### config.mk
export PLATFORM = sky130hd
export DESIGN_NAME = xor_keystream_byte_decryptor
export DESIGN_NICKNAME = d
export VERILOG_FILES = /design/src/design/xkd_pkg.sv /design/src/design/xkd_lcg_step.sv /design/src/design/xkd_out_skid.sv /design/src/design/xor_keystream_byte_decryptor.sv
export VERILOG_INCLUDE_DIRS = /design/src /design/src/design
export SDC_FILE = /design/constraint.sdc
export NUM_CORES = 2
export LEC_CHECK = 0
export BUFFER_PORTS_ARGS = -buffer_cell sky130_fd_sc_hd__buf_4
export CAP_MARGIN = 20
export CORE_ASPECT_RATIO = 2
export CORE_MARGIN = 2
export CORE_UTILIZATION = 40
export DETAILED_ROUTE_END_ITERATION = 8
export PLACE_DENSITY = 0.58
export SYNTH_ARGS = -nofsm -noshare
export SYNTH_HDL_FRONTEND = slang
export SYNTH_SLANG_ARGS = --single-unit
### constraint.sdc
create_clock -name clk -period 11.5 [get_ports clk]
set_input_delay 0 -clock clk [delete_from_list [all_inputs] [get_ports clk]]
set_output_delay 0 -clock clk [all_outputs]
set_load 0.01 [all_outputs]
### src/design/xor_keystream_byte_decryptor_macros.svh
// Assertion macros shared by the decryptor modules.
// Define ASSERT_OFF to compile the checks away.
`ifndef XOR_KEYSTREAM_BYTE_DECRYPTOR_MACROS_SVH
`define XOR_KEYSTREAM_BYTE_DECRYPTOR_MACROS_SVH
`ifndef ASSERT_OFF
// The consequent must hold in the same cycle as the antecedent.
`define XKD_ASSERT_IMPL(lbl, clk, rst, ante, cons) \
  lbl: assert property (@(posedge clk) disable iff (rst) (ante) |-> (cons)) \
    else $error("xkd assertion failed");
// The consequent must hold in the cycle after the antecedent.
`define XKD_ASSERT_NEXT(lbl, clk, rst, ante, cons) \
  lbl: assert property (@(posedge clk) disable iff (rst) (ante) |=> (cons)) \
    else $error("xkd assertion failed");
`else
`define XKD_ASSERT_IMPL(lbl, clk, rst, ante, cons)
`define XKD_ASSERT_NEXT(lbl, clk, rst, ante, cons)
`endif
`endif

### src/design/xkd_pkg.sv
// Shared constants and types for the XOR keystream byte decryptor.
// No dependencies.
package xkd_pkg;

  localparam int KEY_W  = 64;
  localparam int HALF_W = KEY_W / 2;
  localparam int BYTE_W = 8;
  localparam int CFG_INDEX_W = 1;

  localparam logic [KEY_W-1:0] LCG_MULT = 64'd6364136223846793005;

  // Configuration register indexes.
  localparam logic [CFG_INDEX_W-1:0] REG_DEFAULT_KEY  = 1'd0;
  localparam logic [CFG_INDEX_W-1:0] REG_KEY_OVERRIDE = 1'd1;

  // Status of the key stepping unit.
  typedef struct packed {
    logic             ready;
    logic [KEY_W-1:0] next_key;
  } lcg_status_t;

endpackage

### src/design/xkd_lcg_step.sv
// Multi-cycle key stepper: next_key = key * LCG_MULT + 1 mod 2^64.
// Uses one shared 32x32 multiplier; depends on xkd_pkg.
`include "xor_keystream_byte_decryptor_macros.svh"
module xkd_lcg_step (
  input  logic                     clk,
  input  logic                     rst,
  input  logic                     restart,
  input  logic [xkd_pkg::KEY_W-1:0] key,
  output xkd_pkg::lcg_status_t     status
);

  localparam int HW = xkd_pkg::HALF_W;

  localparam logic [2:0] PH_LL   = 3'd0;
  localparam logic [2:0] PH_HL   = 3'd1;
  localparam logic [2:0] PH_LH   = 3'd2;
  localparam logic [2:0] PH_SUM  = 3'd3;
  localparam logic [2:0] PH_DONE = 3'd4;

  logic [2:0]                phase;
  logic [2:0]                phase_next;
  logic [HW-1:0]             mul_a;
  logic [HW-1:0]             mul_b;
  logic [xkd_pkg::KEY_W-1:0] mul_p;
  logic [xkd_pkg::KEY_W-1:0] prod;
  logic [xkd_pkg::KEY_W-1:0] acc;

  // Operand selection for the three partial products that survive mod 2^64.
  always_comb begin
    mul_a = key[HW-1:0];
    mul_b = xkd_pkg::LCG_MULT[HW-1:0];
    phase_next = phase;
    unique case (phase)
      PH_LL: begin
        phase_next = PH_HL;
      end
      PH_HL: begin
        mul_a = key[xkd_pkg::KEY_W-1:HW];
        phase_next = PH_LH;
      end
      PH_LH: begin
        mul_b = xkd_pkg::LCG_MULT[xkd_pkg::KEY_W-1:HW];
        phase_next = PH_SUM;
      end
      PH_SUM: begin
        phase_next = PH_DONE;
      end
      PH_DONE: begin
        phase_next = PH_DONE;
      end
      default: begin
        phase_next = PH_LL;
      end
    endcase
  end

  assign mul_p = mul_a * mul_b;

  always_ff @(posedge clk) begin
    if (rst || restart) begin
      phase <= PH_LL;
    end else begin
      phase <= phase_next;
    end
  end

  // The product is registered before it is added into the sum.
  always_ff @(posedge clk) begin
    case (phase)
      PH_LL: begin
        prod <= mul_p;
      end
      PH_HL: begin
        acc  <= prod + xkd_pkg::KEY_W'(1);
        prod <= {{HW{1'b0}}, mul_p[HW-1:0]};
      end
      PH_LH: begin
        acc  <= acc + {prod[HW-1:0], {HW{1'b0}}};
        prod <= {{HW{1'b0}}, mul_p[HW-1:0]};
      end
      PH_SUM: begin
        acc  <= acc + {prod[HW-1:0], {HW{1'b0}}};
      end
      default: begin
        acc <= acc;
      end
    endcase
  end

  assign status.ready    = (phase == PH_DONE);
  assign status.next_key = acc;

  `XKD_ASSERT_NEXT(a_ready_holds, clk, rst, status.ready && !restart, status.ready)
  `XKD_ASSERT_NEXT(a_restart_clears_ready, clk, rst, restart, !status.ready)
  `XKD_ASSERT_NEXT(a_sum_then_done, clk, rst, phase == PH_SUM && !restart, status.ready)

endmodule

### src/design/xkd_out_skid.sv
// Two-entry output buffer that decouples the result channel stall from the input.
// Depends on xkd_pkg.
`include "xor_keystream_byte_decryptor_macros.svh"
module xkd_out_skid (
  input  logic                      clk,
  input  logic                      rst,
  input  logic                      push,
  input  logic [xkd_pkg::BYTE_W-1:0] push_data,
  output logic                      full,
  output logic                      out_valid,
  input  logic                      out_stall,
  output logic [xkd_pkg::BYTE_W-1:0] out_data
);

  logic                       main_valid;
  logic                       skid_valid;
  logic [xkd_pkg::BYTE_W-1:0] main_data;
  logic [xkd_pkg::BYTE_W-1:0] skid_data;
  logic                       pop;

  assign pop = main_valid && !out_stall;

  always_ff @(posedge clk) begin
    if (rst) begin
      main_valid <= 1'b0;
      skid_valid <= 1'b0;
    end else if (skid_valid) begin
      // No push can arrive while the skid entry is occupied.
      if (pop) begin
        skid_valid <= 1'b0;
      end
    end else if (push) begin
      if (main_valid && !pop) begin
        skid_valid <= 1'b1;
      end else begin
        main_valid <= 1'b1;
      end
    end else if (pop) begin
      main_valid <= 1'b0;
    end
  end

  always_ff @(posedge clk) begin
    if (skid_valid) begin
      if (pop) begin
        main_data <= skid_data;
      end
    end else if (push) begin
      if (main_valid && !pop) begin
        skid_data <= push_data;
      end else begin
        main_data <= push_data;
      end
    end
  end

  assign full      = skid_valid;
  assign out_valid = main_valid;
  assign out_data  = main_data;

  `XKD_ASSERT_IMPL(a_skid_implies_main, clk, rst, skid_valid, main_valid)
  `XKD_ASSERT_IMPL(a_no_push_when_full, clk, rst, skid_valid, !push)
  `XKD_ASSERT_NEXT(a_skid_drains_to_main, clk, rst, skid_valid && pop, main_valid && !skid_valid)

endmodule

### src/design/xor_keystream_byte_decryptor.sv
// Top level of the XOR keystream byte decryptor: key and counter state,
// keystream selection, key stepper and output buffer. Depends on xkd_pkg.
//
//   channel | signals                                   | direction
//   --------+-------------------------------------------+----------
//   input   | in_valid, in_stall, cipher_byte, message_start | in
//   result  | out_valid, out_stall, plain_byte          | out
//   config  | cfg_we, cfg_index, cfg_data               | in
//
// One byte is taken per cycle unless in_stall is high; its result is registered in the output buffer.
// The key step multiply runs through the LL, HL, LH and SUM phases on one 32x32 multiplier after
// every key load or step, and is always finished before the counter next wraps.
// in_stall rises only when both output entries are full; the skid entry absorbs one byte taken during an output stall.
// Synchronous reset clears key, counter, registers and the output buffer at once.
`include "xor_keystream_byte_decryptor_macros.svh"
module xor_keystream_byte_decryptor (
  input  logic                           clk,
  input  logic                           rst,
  input  logic                           in_valid,
  output logic                           in_stall,
  input  logic [xkd_pkg::BYTE_W-1:0]     cipher_byte,
  input  logic                           message_start,
  output logic                           out_valid,
  input  logic                           out_stall,
  output logic [xkd_pkg::BYTE_W-1:0]     plain_byte,
  input  logic                           cfg_we,
  input  logic [xkd_pkg::CFG_INDEX_W-1:0] cfg_index,
  input  logic [xkd_pkg::KEY_W-1:0]      cfg_data
);

  logic [xkd_pkg::KEY_W-1:0]  default_key;
  logic [xkd_pkg::KEY_W-1:0]  key_override;
  logic [xkd_pkg::KEY_W-1:0]  working_key;
  logic [xkd_pkg::BYTE_W-1:0] byte_counter;

  logic [xkd_pkg::KEY_W-1:0]  key_sel;
  logic [xkd_pkg::BYTE_W-1:0] cnt_sel;
  logic [xkd_pkg::BYTE_W-1:0] ks_byte;
  logic [xkd_pkg::BYTE_W-1:0] plain_next;
  logic                       accept;
  logic                       wrap;
  logic                       key_load;
  xkd_pkg::lcg_status_t       lcg_status;

  always_ff @(posedge clk) begin
    if (rst) begin
      default_key  <= '0;
      key_override <= '0;
    end else if (cfg_we) begin
      unique case (cfg_index)
        xkd_pkg::REG_DEFAULT_KEY:  default_key  <= cfg_data;
        xkd_pkg::REG_KEY_OVERRIDE: key_override <= cfg_data;
        default: begin
        end
      endcase
    end
  end

  assign accept = in_valid && !in_stall;

  // A message start reloads the key and restarts the count for this very byte.
  always_comb begin
    if (message_start) begin
      key_sel = (key_override != '0) ? key_override : default_key;
      cnt_sel = '0;
    end else begin
      key_sel = working_key;
      cnt_sel = byte_counter;
    end
  end

  assign ks_byte    = key_sel[{cnt_sel[2:0], 3'b000} +: xkd_pkg::BYTE_W] ^ cnt_sel;
  assign plain_next = cipher_byte ^ ks_byte;
  assign wrap       = (cnt_sel == {xkd_pkg::BYTE_W{1'b1}});
  assign key_load   = accept && (message_start || wrap);

  always_ff @(posedge clk) begin
    if (rst) begin
      working_key  <= '0;
      byte_counter <= '0;
    end else if (accept) begin
      byte_counter <= cnt_sel + xkd_pkg::BYTE_W'(1);
      if (wrap) begin
        working_key <= lcg_status.next_key;
      end else if (message_start) begin
        working_key <= key_sel;
      end
    end
  end

  xkd_lcg_step u_lcg (
    .clk     (clk),
    .rst     (rst),
    .restart (key_load),
    .key     (working_key),
    .status  (lcg_status)
  );

  xkd_out_skid u_out (
    .clk       (clk),
    .rst       (rst),
    .push      (accept),
    .push_data (plain_next),
    .full      (in_stall),
    .out_valid (out_valid),
    .out_stall (out_stall),
    .out_data  (plain_byte)
  );

  `XKD_ASSERT_IMPL(a_key_ready_at_wrap, clk, rst, accept && wrap, lcg_status.ready)
  `XKD_ASSERT_NEXT(a_counter_clears_on_wrap, clk, rst, accept && wrap, byte_counter == '0)
  `XKD_ASSERT_NEXT(a_start_counts_one, clk, rst, accept && message_start, byte_counter == 8'd1)

endmodule

=== Word level (Yosys, flattened, before mapping) ===
Cells that the tools add are included.

* Input port bits: 79
* Register bits after elaboration: 349

* Multiply operators: 1
* Multiplexer cells: 21
* Equality and inequality tests: 8
* Bitwise logic cells: 4
* Reductions and logical operators: 25
* Shift-type cells: 1
* Add/subtract/negate cells: 3

{| class="wikitable"
|+ Operators with widths
! operator !! count
|-
| $mux W64 || 4
|-
| $pmux W64 S2 || 2
|-
| $add A64 B1 Y64 const B || 1
|-
| $add A64 B64 Y64 || 1
|-
| $reduce_bool A64 Y1 || 1
|-
| $shiftx A64 B7 Y8 || 1
|-
| $mul A32 B31 Y63 || 1
|-
| $mux W8 || 5
|-
| $mux W32 || 1
|-
| $mux W29 || 1
|-
| $xor A8 B8 Y8 || 2
|-
| $pmux W3 S4 || 1
|-
| $reduce_bool A2 Y1 || 5
|-
| $reduce_and A3 Y1 || 3
|-
| $add A8 B1 Y8 const B || 1
|-
| $eq A8 B8 Y1 const B || 1
|-
| $mux W1 || 7
|-
| $eq A3 B2 Y1 const B || 2
|-
| $reduce_and A2 Y1 || 3
|-
| $reduce_or A2 Y1 || 3
|-
| $logic_and A1 B1 Y1 || 4
|-
| $ne A2 B2 Y1 const B || 2
|-
| $eq A3 B1 Y1 const B || 1
|-
| $eq A3 B3 Y1 const B || 1
|-
| other kinds (5) || 9
|}

=== Logic depth before layout (Yosys ltp) ===
* Word-level depth: 9
* Depth in mapped cells: 36
* Depth with buffers taken out: 32

=== Hierarchy ===
Synthesis repeated with hierarchy kept, for this count alone.

* Cell total of the unflattened synthesis: 4308
* Area, all modules: 39770.6 um^2

{| class="wikitable"
|+ By module, submodules not included
! module !! instances !! cells each !! area each (um^2) !! sequential area each (um^2)
|-
| xkd_lcg_step || 1 || 3095 || 29988.8 || 3903.7
|-
| xor_keystream_byte_decryptor || 1 || 1176 || 9067.4 || 4003.8
|-
| xkd_out_skid || 1 || 37 || 714.4 || 520.5
|}

=== Worst setup path after synthesis ===
OpenSTA, ideal clock, no wires.

* Kind: reg2reg
* Start: register u_lcg.phase[2]
* End: register u_lcg.prod[59] (netlist name) (data pin)
* Cell stages (with the launch flop): 32
* Setup slack: 2005 ps
* Clock period less this slack: 9495 ps
* Library setup time: 266 ps
* Data arrival time: 9229 ps
* Path through: dfxtp_1 clkbuf_1 nor3b_1 clkbuf_1 buf_2 buf_2 buf_2 mux2i_1 nor2_1 ha_1 inv_1 fa_1 fa_1 inv_1 fa_1 fa_1 fa_1 fa_1 fa_1 ha_1 clkbuf_1 and4_1 and3_1 a221o_1 a221oi_1 nor3_1 o31ai_1 a31oi_1 nor3_1 o21bai_1 xnor2_1 nor2_1

* Cells in the longest elaborated chain, start to end: 4

{| class="wikitable"
|+ RTL lines
! what !! RTL line !! RTL
|-
| start, declared || xkd_lcg_step.sv:20 || <nowiki>logic [2:0] phase;</nowiki>
|-
| start signal, assigned || xkd_lcg_step.sv:63 || <nowiki>phase <= phase_next;</nowiki>
|-
| $eq A3 B1 Y1 / $eq A3 B2 Y1 (equally long branches) || xkd_lcg_step.sv:33, xkd_lcg_step.sv:69 ||
|-
| $mux W32 / $mux W29 (equally long branches) || xkd_lcg_step.sv:33 || <nowiki>unique case (phase)</nowiki>
|-
| $mul A32 B31 Y63 || xkd_lcg_step.sv:57 || <nowiki>assign mul_p = mul_a * mul_b;</nowiki>
|-
| $pmux W64 S2 * || xkd_lcg_step.sv:69 || <nowiki>case (phase)</nowiki>
|-
| end signal, assigned || xkd_lcg_step.sv:71 || <nowiki>prod <= mul_p;</nowiki>
|-
| end signal, assigned || xkd_lcg_step.sv:75 || <nowiki>prod <= {{HW{1'b0}}, mul_p[HW-1:0]};</nowiki>
|-
| end signal, assigned || xkd_lcg_step.sv:79 || <nowiki>prod <= {{HW{1'b0}}, mul_p[HW-1:0]};</nowiki>
|-
| end, declared || xkd_lcg_step.sv:25 || <nowiki>logic [xkd_pkg::KEY_W-1:0] prod;</nowiki>
|}

Every way passes the cells marked *; elsewhere a longest branch is shown, timed or not. The select of a mux whose other input is x is not followed.
A chain may end at the register's enable or synchronous reset.

=== Final worst setup path ===
* Start: register u_lcg.phase[0]
* End: register u_lcg.prod[48] (netlist name) (data pin)

Same word-level chain as after synthesis.

==> results.toml <==
[outcome]
status = "finished, final reports clean"

[synthesis]
synth_top_area_share_pct = 27.61
async_reset_ff_share_pct = 0
synth_seq_cells = 348
synthFlopType = "dfxtp_1"
ys_top_cells_by_area = "fa_1 (28%), ha_1 (14%), edfxtp_1 (11%)"
yosysTopAreaCell = "fa_1"
syn_avg_cell_area_um2 = 9.248
yosysWarnings = 0
seq_area_frac_synth_pct = 21.61
syn_inst = 4202
synthDistinctLibCells = 71
synth_edf_count = 143
syn_area_um2 = 38860

[global_route]
antenna_found_initial = 5
groute.layer.met3.usage_pct = 3.309
grt_pass1_vias = 32770
gr-total-overflow = 0
grtUsageTotal_pct = 29.69
top_usage_layer = "met2"
use_met2_pct = 56.20
gr-usage-met1_pct = 24.98
grt_max_degree = 129
grt_pass1_wl_um = 211500

[cts]
clockBufferDepth = 3
root_buffer = "clkbuf_16"
cts_tree = "built"
htree_num_levels = 1
ctsResizeCount = 0
clk_pin_slew_ps = 80
cts_made_buffers = 29
cts.sinks = 348
clk_latency_ps = 620

[die]
die_x_um = 224.4
initial_core_util_pct = 40.36
rows = 161
die-area_um2 = 99810
die-height_um = 444.8
core_um2 = 96290
io-pin-count = 89

[timing]
worst_pin_slew_ps = 1192
setup_viol = 0
rsz0062_at_grt = "no"
period_minus_slack_ps = 10350
final_hold_viol_count = 0
slew_headroom_pct = 20.21
fin_ws_ps = 1153
fin_crit_sh_pct = 89.97
timing.setup.tns_ps = 0
clock_skew_ps = 41.20
fmax_mhz = 96.65
drv_slew = 0

[detailed_routing]
routed-via-count = 30310
drt_first_pass_iters = 5
routedWlPerCell_um = 26.32
post_drt_via_cell_ratio = 5.419
drcViolationCount = 0
ant_nets = 0
drt-total-wl_um = 147200
dr.first_iter.drc_count = 1871

[setup_path]
startpoint_type = "register"
crit_path_end_kind = "register"
slowest_delay_ps = 880
cp_max_fo = 63
crit_family = "adder cells"
crit_type = "reg2reg"
cpMostUsedCell = "fa_1"
cp_slowest_cell = "mux2i_1"
cp.arrival_ps = 10700
path_buf_inv = 4
cp_data_required_time_ps = 11850
r2r_slack_ps = 1150

[placement]
placed_cells = 5451
io_buffers = 88
dpl_worst_slack_ps = 1290
place_area_um2 = 41110
dpl.hpwl_um = 121200
gp_congestion = 1.032

[finish]
n_fill_cell = 9469
area_growth_pct = 10.48
instances_no_fill = 5594
drive_above_1_share_pct = 5.929
nNetsFinal = 5405
stdcell_area_um2 = 42930

[job]
cap_viol_max_count = 0

[min_path]
hp-class = "in2reg"
-- worst register-to-register path, cell delays in order (launching register included) --
cell,delay (ps)
dfxtp_1,510
nor3b_2,450
buf_12,380
mux2i_1,900
inv_1,640
fa_1,670
inv_1,50
fa_1,480
fa_1,530
fa_1,530
inv_1,60
fa_1,550
fa_1,420
fa_1,510
fa_1,420
ha_1,380
a21oi_1,230
o21ai_0,190
a221oi_1,440
o21ai_0,160
a31oi_1,650
nor2_1,210
a41oi_1,370
o21bai_1,140
xnor2_1,170
nor2_1,60
-- synth_stat cells, drive strengths merged, types with 5 or more instances --
library cell	number
o21bai	11
o21ai	113
xnor2	87
a31oi	15
nand4	24
a211o	5
or3	13
xor2	59
inv	766
nor2b	16
dfxtp	205
nor3	34
or2	7
nand3	44
clkinv	5
mux4	8
and2	13
and4	7
and3	41
a211oi	60
edfxtp	143
o211ai	13
o21a	7
nor4	66
clkbuf	119
o31ai	7
nand2	432
a21oi	289
a21o	63
a2111oi	6
fa	536
nand2b	16
mux2i	29
nor2	398
buf	25
mux2	24
ha	445
a221oi	5
-- through the flow --
stage	utilization, %	hold WS, ps
floorplan	-	136.0
global placement	42.66	257.8
detailed placement	42.69	264.8
CTS	44.57	125.3
global route	44.58	163.5
finish	44.59	126.6
-- registers in the layout, indices dropped and copies added, names as in the netlist --
name	flops
key_override	64
byte_counter	8
u_lcg.prod	63
u_lcg.acc	64
u_out.full	1
u_out.skid_data	8
u_out.out_data	8
default_key	64
u_lcg.phase	3
working_key	64
u_out.out_valid	1
-- what timing repair did --
action                     CTS  global route
hold buffers                84             0
setup buffers                0             0
setup endpoints to repair    0             0
hold endpoints to repair   162             0
-- cell usage in the layout, fill, tap and decap left out, types with 11 or more instances in the layout --
cell	Yosys	routed
a31oi_1	14	14
o21bai_1	11	11
nor2_1	397	395
xnor2_1	87	87
inv_1	765	765
dfxtp_1	205	205
mux2_2	24	24
fa_1	536	536
buf_4	0	137
a21oi_1	289	287
o211ai_1	13	13
or3_1	12	12
o21ai_0	107	107
a21o_1	63	63
nor3_1	34	34
nand3_1	44	44
nor2b_1	16	14
edfxtp_1	143	143
xor2_1	59	59
a211oi_1	59	59
and3_1	41	41
clkbuf_16	0	29
conb_1	2	31
mux2i_1	29	29
nand2_1	432	431
ha_1	445	445
nand4_1	24	24
and2_1	13	12
nor4_1	64	63
nand2b_1	16	14
dlygate4sd3_1	0	84
-- cells by family (layout without fill, tap and decap cells) --
family / count (synthesis) / in the layout / share of synthesized area [%]
adder cells (fa/ha/maj): 981 / 981 / 41.94
AO/OA/AOI/OAI: 631 / 631 / 9.797
AND/OR/NAND/NOR: 1118 / 1118 / 12.58
other: 2 / 35 / 0.01933
flip-flops: 348 / 348 / 21.61
XOR/XNOR: 146 / 146 / 3.291
buffers and inverters: 915 / 1052 / 8.861
multiplexers: 61 / 61 / 1.906
-- worst paths after layout --
path / start / to / cells past startpoint
worst max-delay path: u_lcg.phase[0]$_SDFF_PP0_ / u_lcg.prod[48]$_SDFFCE_PP0P_ / 25
worst min-delay path: cfg_index / default_key[38]$_SDFFE_PP0P_ / 5
worst max register to register: u_lcg.phase[0]$_SDFF_PP0_ / u_lcg.prod[48]$_SDFFCE_PP0P_ / 25
worst min register to register: default_key[49]$_SDFFE_PP0P_ / default_key[49]$_SDFFE_PP0P_ / 2
-- routing by layer --
| layer | wire (um) | share of wire, % |
|---|---|---|
| met2 | 78260 | 53 |
| met4 | 20810 | 14 |
| met3 | 5219 | 3.5 |
| met1 | 42900 | 29 |
| met5 | 25 | 0.017 |
-- cell type report --
cell class / count / area, um2 / area share [%]
flip-flops and latches: 348 / 8398 / 19.56
well taps: 1222 / 1529 / 3.561
diodes: 4 / 10.01 / 0.02331
repair buffers: 227 / 1939 / 4.517
clock inverters: 21 / 200.2 / 0.4663
multi-input cells: 2968 / 27200 / 63.36
clock buffers: 33 / 762.0 / 1.775
inverters: 771 / 2894 / 6.741
Power is left out: the tool's default activity adds up to more than one toggle a clock period on the data nets, which glitch-free logic cannot reach.
